$ cat config.mk
export PLATFORM = sky130hd
export DESIGN_NAME = json_string_unescape_top
export DESIGN_NICKNAME = d
export VERILOG_FILES = /design/src/jsu_pkg.sv /design/src/json_string_unescape_top.sv
export SDC_FILE = /design/constraint.sdc
export NUM_CORES = 1
export LEC_CHECK = 0
export ABC_AREA = 0
export BUFFER_PORTS_ARGS = -buffer_cell sky130_fd_sc_hd__buf_2
export CAP_MARGIN = 30
export CORE_MARGIN = 4
export CORE_UTILIZATION = 50
export DETAILED_ROUTE_END_ITERATION = 10
export PLACE_DENSITY = 0.73
export SKIP_LAST_GASP = 1
export SYNTH_ARGS = -nofsm -noshare
export SYNTH_HDL_FRONTEND = slang
export SYNTH_SLANG_ARGS = --single-unit
$ cat constraint.sdc
create_clock -name clk -period 2.1 [get_ports clk]
set_input_delay 0.42 -clock clk [delete_from_list [all_inputs] [get_ports clk]]
set_output_delay 0.42 -clock clk [all_outputs]
set_load 0.01 [all_outputs]
$ cat src/jsu_pkg.sv
// jsu_pkg: types, codes, character constants and the escape decode function for the json string unescape block
// no dependencies; imported by json_string_unescape_top and its testbench
`default_nettype none

package jsu_pkg;

	typedef struct packed {
		logic [7:0] in_byte;
		logic       end_of_input;
	} in_item_t;

	typedef struct packed {
		logic [1:0] result_kind;
		logic [7:0] out_char;
		logic [2:0] error_code;
	} out_item_t;

	typedef enum logic [1:0] {
		PH_IDLE   = 2'd0,
		PH_OPENED = 2'd1,
		PH_BODY   = 2'd2,
		PH_ESC    = 2'd3
	} phase_t;

	localparam logic [1:0] KIND_CHAR = 2'd0;
	localparam logic [1:0] KIND_DONE = 2'd1;
	localparam logic [1:0] KIND_ERR  = 2'd2;

	localparam logic [2:0] ERR_NONE    = 3'd0;
	localparam logic [2:0] ERR_EMPTY   = 3'd1;
	localparam logic [2:0] ERR_NOQUOTE = 3'd2;
	localparam logic [2:0] ERR_LONE    = 3'd3;
	localparam logic [2:0] ERR_UNTERM  = 3'd4;
	localparam logic [2:0] ERR_ESCAPE  = 3'd5;
	localparam logic [2:0] ERR_LINE    = 3'd6;

	localparam logic [7:0] CH_QUOTE  = 8'h22;
	localparam logic [7:0] CH_BSLASH = 8'h5C;
	localparam logic [7:0] CH_APOS   = 8'h27;
	localparam logic [7:0] CH_SPACE  = 8'h20;
	localparam logic [7:0] CH_TAB    = 8'h09;
	localparam logic [7:0] CH_CR     = 8'h0D;
	localparam logic [7:0] CH_LF     = 8'h0A;
	localparam logic [7:0] CH_BS     = 8'h08;
	localparam logic [7:0] CH_FF     = 8'h0C;
	localparam logic [7:0] CH_LOW_B  = 8'h62;
	localparam logic [7:0] CH_LOW_F  = 8'h66;
	localparam logic [7:0] CH_LOW_N  = 8'h6E;
	localparam logic [7:0] CH_LOW_R  = 8'h72;
	localparam logic [7:0] CH_LOW_T  = 8'h74;

	// escape letter to character; bit 8 set when the letter is a legal escape
	function automatic logic [8:0] decode_escape(input logic [7:0] c);
		logic [8:0] r;
		case (c)
			CH_QUOTE:  r = {1'b1, CH_QUOTE};
			CH_BSLASH: r = {1'b1, CH_BSLASH};
			CH_APOS:   r = {1'b1, CH_APOS};
			CH_LOW_B:  r = {1'b1, CH_BS};
			CH_LOW_F:  r = {1'b1, CH_FF};
			CH_LOW_N:  r = {1'b1, CH_LF};
			CH_LOW_R:  r = {1'b1, CH_CR};
			CH_LOW_T:  r = {1'b1, CH_TAB};
			default:   r = 9'd0;
		endcase
		return r;
	endfunction

endpackage

`default_nettype wire

$ cat src/json_string_unescape_top.sv
// json_string_unescape_top: streaming decoder for one double-quoted json string
// depends on jsu_pkg for payload structs, phase enum, result and error codes
//
// usage:
//   req channel (req_valid / req_stall / req) carries one byte or an end marker per
//   transaction. rsp channel (rsp_valid / rsp_stall / rsp) carries a decoded
//   character, a finished status or an error code. a request gives zero or one
//   response; leading whitespace, the opening quote and an escape's backslash give none.
//   a request lands in an input register, is decoded against the phase register
//   and its response is loaded into the output register. one request per cycle is
//   taken while no response is held back by rsp_stall; the phase register update
//   is the only loop. when rsp_stall holds a waiting response, the input register
//   still drains requests that give no response; a request that gives one waits
//   there and req_stall rises, so at most two requests sit inside the block.
//   reset clears both registers' valid flags and returns the phase to idle,
//   waiting for leading whitespace or the opening quote.
`default_nettype none

module json_string_unescape_top import jsu_pkg::*; (
	input  wire logic      clk,
	input  wire logic      arst_n,
	input  wire logic      req_valid,
	output logic           req_stall,
	input  wire in_item_t  req,
	output logic           rsp_valid,
	input  wire logic      rsp_stall,
	output out_item_t      rsp
);

	logic      valid_s1;
	in_item_t  item_s1;
	phase_t    phase_q;
	logic      out_valid_q;
	out_item_t out_q;

	phase_t    phase_nxt;
	logic      has_res;
	out_item_t res;
	logic      advance;
	logic [8:0] esc;

	// decode of the item in the input register against the current phase
	always_comb begin
		phase_nxt = phase_q;
		has_res   = 1'b0;
		res       = '{result_kind: KIND_CHAR, out_char: 8'd0, error_code: ERR_NONE};
		esc       = decode_escape(item_s1.in_byte);
		case (phase_q)
			PH_IDLE: begin
				if (item_s1.end_of_input) begin
					has_res = 1'b1;
					res.result_kind = KIND_ERR;
					res.error_code  = ERR_EMPTY;
				end else if (item_s1.in_byte == CH_SPACE || item_s1.in_byte == CH_TAB ||
						item_s1.in_byte == CH_CR || item_s1.in_byte == CH_LF) begin
					phase_nxt = PH_IDLE;
				end else if (item_s1.in_byte == CH_QUOTE) begin
					phase_nxt = PH_OPENED;
				end else begin
					has_res = 1'b1;
					res.result_kind = KIND_ERR;
					res.error_code  = ERR_NOQUOTE;
				end
			end
			PH_OPENED, PH_BODY: begin
				if (item_s1.end_of_input) begin
					has_res = 1'b1;
					phase_nxt = PH_IDLE;
					res.result_kind = KIND_ERR;
					res.error_code  = (phase_q == PH_OPENED) ? ERR_LONE : ERR_UNTERM;
				end else if (item_s1.in_byte == CH_QUOTE) begin
					has_res = 1'b1;
					phase_nxt = PH_IDLE;
					res.result_kind = KIND_DONE;
				end else if (item_s1.in_byte == CH_BSLASH) begin
					phase_nxt = PH_ESC;
				end else if (item_s1.in_byte == CH_LF) begin
					has_res = 1'b1;
					phase_nxt = PH_IDLE;
					res.result_kind = KIND_ERR;
					res.error_code  = ERR_LINE;
				end else begin
					has_res = 1'b1;
					phase_nxt = PH_BODY;
					res.out_char = item_s1.in_byte;
				end
			end
			PH_ESC: begin
				has_res = 1'b1;
				if (item_s1.end_of_input) begin
					phase_nxt = PH_IDLE;
					res.result_kind = KIND_ERR;
					res.error_code  = ERR_UNTERM;
				end else if (!esc[8]) begin
					phase_nxt = PH_IDLE;
					res.result_kind = KIND_ERR;
					res.error_code  = ERR_ESCAPE;
				end else begin
					phase_nxt = PH_BODY;
					res.out_char = esc[7:0];
				end
			end
			default: begin
				phase_nxt = PH_IDLE;
			end
		endcase
	end

	// the stage moves on when it has no response or the output register frees up
	assign advance   = valid_s1 && (!has_res || !out_valid_q || !rsp_stall);
	assign req_stall = valid_s1 && !advance;

	always_ff @(posedge clk or negedge arst_n) begin
		if (!arst_n) begin
			valid_s1    <= 1'b0;
			phase_q     <= PH_IDLE;
			out_valid_q <= 1'b0;
		end else begin
			if (req_valid && !req_stall) begin
				valid_s1 <= 1'b1;
			end else if (advance) begin
				valid_s1 <= 1'b0;
			end
			if (advance) begin
				phase_q <= phase_nxt;
			end
			if (advance && has_res) begin
				out_valid_q <= 1'b1;
			end else if (!rsp_stall) begin
				out_valid_q <= 1'b0;
			end
		end
	end

	always_ff @(posedge clk) begin
		if (req_valid && !req_stall) begin
			item_s1 <= req;
		end
		if (advance && has_res) begin
			out_q <= res;
		end
	end

	assign rsp_valid = out_valid_q;
	assign rsp       = out_q;

	// a finished or error response always leaves the phase idle
	a_idle_after_end: assert property (@(posedge clk) disable iff (!arst_n)
		advance && has_res && res.result_kind != KIND_CHAR |=> phase_q == PH_IDLE)
		else $error("phase not idle after finished or error response");

	// while idle, the only response possible is an error
	a_idle_only_err: assert property (@(posedge clk) disable iff (!arst_n)
		advance && has_res && phase_q == PH_IDLE |-> res.result_kind == KIND_ERR)
		else $error("non-error response produced while idle");

	// input back-pressure only comes from a held response
	a_stall_cause: assert property (@(posedge clk) disable iff (!arst_n)
		req_stall |-> valid_s1 && out_valid_q && rsp_stall)
		else $error("req_stall without a held response");

	// a new response appears only after a stage advance
	a_rsp_source: assert property (@(posedge clk) disable iff (!arst_n)
		$rose(rsp_valid) |-> $past(advance && has_res))
		else $error("response appeared without a decoded transaction");

endmodule

`default_nettype wire

==> tab_implementation.tex <==
\begin{tabular}{lr}
\hline
Metric & Value \\
\hline
\multicolumn{2}{l}{\textbf{STA}} \\
Final WS setup & -0.0636 ns \\
Fraction of the cycle the final worst path needs & 1.03 \\
Layout Skew & 0.00547 ns \\
Fmax & 462 MHz \\
Pins Over Slew Limit & 0 \\
Setup repair after global routing missed its margin & true \\
Count of endpoints failing hold in the final timing report & 0 \\
Slew at the pin closest to its max-slew limit & 0.373 ns \\
Tightest slew margin relative to the limit & 0.751 \\
Final setup violation count & 1 \\
Time the worst path needs with I/O delays and setup & 2.16 ns \\
\multicolumn{2}{l}{\textbf{Global routing}} \\
Wire length of the first global-routing pass & between 6 and 7 mm \\
Overflow left after global routing & 0 \\
Via count of the first global-routing pass & 1,415 \\
GRT Util Overall & 0.196 \\
Pin count of the biggest net entering global routing & 17 \\
Initial antenna violation count & 0 \\
\multicolumn{2}{l}{\textbf{Clocking}} \\
Clock transition at the register clock pins on the worst setup and hold paths after CTS & 0.14 ns \\
Root buffer cell & clkbuf\_4 \\
Number of buffers created by CTS & 3 \\
Maximum level of the CTS H-tree & 1 \\
Sinks on Clock Net & 26 \\
Latest clock arrival within the worst-skew pair & slightly above 0.3 ns \\
CTS tree & done \\
Maximum clock insertion buffer count & 2 \\
\multicolumn{2}{l}{\textbf{Worst setup path}} \\
Critical path arrival & 1.74 ns \\
Required time at the endpoint of the critical path & 1.68 ns \\
Largest fanout of any net on the critical path & 3 \\
Worst Setup Start Kind & flop \\
Largest stage delay on the critical path & approximately 0.43 ns \\
Cell at the slowest stage of the critical path & edfxtp\_1 \\
Critical path type & reg -> out \\
CP Cell Sequence & and2b\_1 > nand3b\_1 > a31oi\_2 > a21o\_1 > nor2\_1 > buf\_2 \\
Element type at the critical path end & output port \\
Number of cells on the worst reg-to-reg path & 7 \\
\multicolumn{2}{l}{\textbf{Route}} \\
Routed length per placed instance & 15.3 um \\
Number of design rule violations left after detail routing & 0 \\
Routed Wire Length & 3.98 mm \\
Total via count after detailed routing & around 1,400 \\
Number of vias per cell after detailed routing & 5.52 \\
Number of iterations in the first detailed-routing pass & 4 \\
Residual antenna-violating net count after detailed routing & 0 \\
DRT iter0 DRCs & 95 \\
\multicolumn{2}{l}{\textbf{Final layout}} \\
Fill cell total of the finished layout & about 240 \\
Reg area & 763 um2 \\
Non-filler cells, final & 260 \\
Area delta synth->final & 31.8\% \\
Count of nets after finishing & 233 \\
Fin area & approximately 2100 um2 \\
Ant diodes & 0 \\
Fraction of final layout cells sized beyond drive strength 1 & 0.421 \\
Area of the multi-input gates & 825 um2 \\
Commonest cells after routing, fill and taps aside & buf\_4 (33), buf\_2 (27), edfxtp\_1 (22) \\
Most frequent standard cell in the layout excluding fill and tap cells & buf\_4 \\
\multicolumn{2}{l}{\textbf{Floorplan}} \\
Die span in x & 64.9 um \\
Vert. Die Dim & 64.9 um \\
Top-level port count & 28 \\
\# rows & 20 \\
Overall die area & roughly 4200 um2 \\
Core area & 3080 um2 \\
Effective utilization at floorplan & 0.526 \\
\multicolumn{2}{l}{\textbf{Outcome}} \\
Violated checks & negative setup slack \\
Result of the run & finished with violations \\
\multicolumn{2}{l}{\textbf{Synthesis}} \\
Cell types with the largest area share after synthesis & edfxtp\_1 (41\%), dfrtp\_1 (6.2\%), a21oi\_1 (4.0\%), nand2\_1 (3.9\%), nor2\_1 (2.8\%) \\
EDFF count, synth & 22 \\
Net count after synthesis & around 170 \\
Number of synthesized register bits & 26 \\
Largest area contributor in the synthesized netlist & edfxtp\_1 \\
Ys Warns & 0 \\
Syn Inst Count & 157 \\
Synth Flop Type & edfxtp\_1 \\
Synth async-reset ratio & 0.154 \\
Area share of the largest cell type after synthesis & 0.408 \\
Sequential-to-total area share from yosys stat & 0.470 \\
Syn\_area\_per\_cell & 10.3 um2 \\
Post-synthesis instance area & 1620 um2 \\
Library cells used by synthesis & 48 \\
\multicolumn{2}{l}{\textbf{Power}} \\
Cell area power density & 802 nW/um2 \\
Static Leak & 0.854 nW \\
Maximum VDD drop & roughly 0.37 mV \\
\multicolumn{2}{l}{\textbf{Placement}} \\
Placed cells & 234 \\
Weighted congestion reported at the end of routability-driven placement & 0.912 \\
Input/output buffers & 27 \\
Total half-perimeter wirelength after legalization and detailed placement & approximately 2.8 mm \\
Total cell area at the placement stage & 1890 um2 \\
\multicolumn{2}{l}{\textbf{Min path}} \\
Worst hold path stage count & 1 \\
Path type of the worst min-delay path & in -> reg \\
\multicolumn{2}{l}{\textbf{Run}} \\
Max Cap Violations & 0 \\
\hline
\end{tabular}
## power breakdown
part           internal [mW]  switching (mW)  total, mW
Sequential             0.667          0.0493      0.717
Clock                  0.106           0.143      0.249
Combinational          0.362           0.384      0.747
Total                   1.14           0.577       1.71
## critical path, delay by kind of cell (launching register included)
kind | cells | cell delay, ns
compound gates | 2 | 0.42
simple gates | 3 | 0.44
buf+inv | 1 | 0.13
flops | 1 | 0.43
## synth_stat cells, drive strengths merged (4+ instances only)
library cell	count
edfxtp	22
nor2b	4
nand3	6
a31oi	4
nand2b	7
buf	6
a21oi	13
nand2	17
dfrtp	4
nor2	13
o22ai	4
nor3	5
o21ai	6
## through the flow
step | setup TNS [ns] | setup WS [ns] | power (mW) | hold WS [ns] | util
detailed placement | 0 | 0.202 | 1.34 | 0.236 | 0.615
CTS | -0.0112 | -0.0112 | 1.67 | 0.256 | 0.676
global route | -0.403 | -0.180 | 1.84 | 0.223 | 0.693
global placement | 0 | 0.230 | 1.32 | 0.229 | 0.615
finish | -0.0636 | -0.0636 | 1.71 | 0.269 | 0.693
floorplan | 0 | 0.0910 | 1.17 | 0.124 | -
## sequential cells by signal, summed over array words and instances (netlist names)
signal / cells
valid_s1: 1
phase_q: 2
rsp_valid: 1
rsp: 13
item_s1: 9
## cell families after synthesis
logic type / Yosys count / synth area share
adders and majority gates: 3 / 0.0232
xor gates and xnor gates: 2 / 0.0108
muxes: 3 / 0.0201
buffers and inverters: 12 / 0.0433
AOI/OAI and AO/OA: 44 / 0.185
and+or+nand+nor: 67 / 0.248
DFF: 26 / 0.470
## per-layer routing
layer / vias to the layer above / global-route usage / part of all wire
li1: 701 / - / -
met1: 681 / 0.238 / 0.42
met2: 48 / 0.347 / 0.51
met3: 6 / 0.0173 / 0.048
met4: 0 / 0.0897 / 0.017
met5: - / 0 / 0
## cell type report
class                           count  share of cell area
Inverter                            3             0.00528
Clock buffer                        4              0.0170
Multi-Input combinational cell    119               0.386
Tap cell                           44              0.0258
Sequential cell                    26               0.358
Timing Repair Buffer               64               0.208
## path summary, 6_finish.rpt
path / startpoint / to / slack (ns)
worst min-delay path: req[2] / item_s1[2] / 0.27
worst min register to register: phase_q[1] / phase_q[1] / 0.61
worst max-delay path: item_s1[6] / req_stall / -0.06
max in group asynchronous: arst_n / phase_q[1] / 1.55
min in group asynchronous: arst_n / rsp_valid / 0.42
worst max register to register: item_s1[4] / rsp[2] / 0.01
## repair_timing
action | CTS | global route
endpoints found under the hold margin | 4 | 0
setup buffers | 14 | 7
endpoints found under the setup margin | 1 | 4
pin swaps | 4 | 8
gates resized for setup | 10 | 2
hold buffers | 1 | 0
No activity file was read; power rests on OpenSTA's default activity.
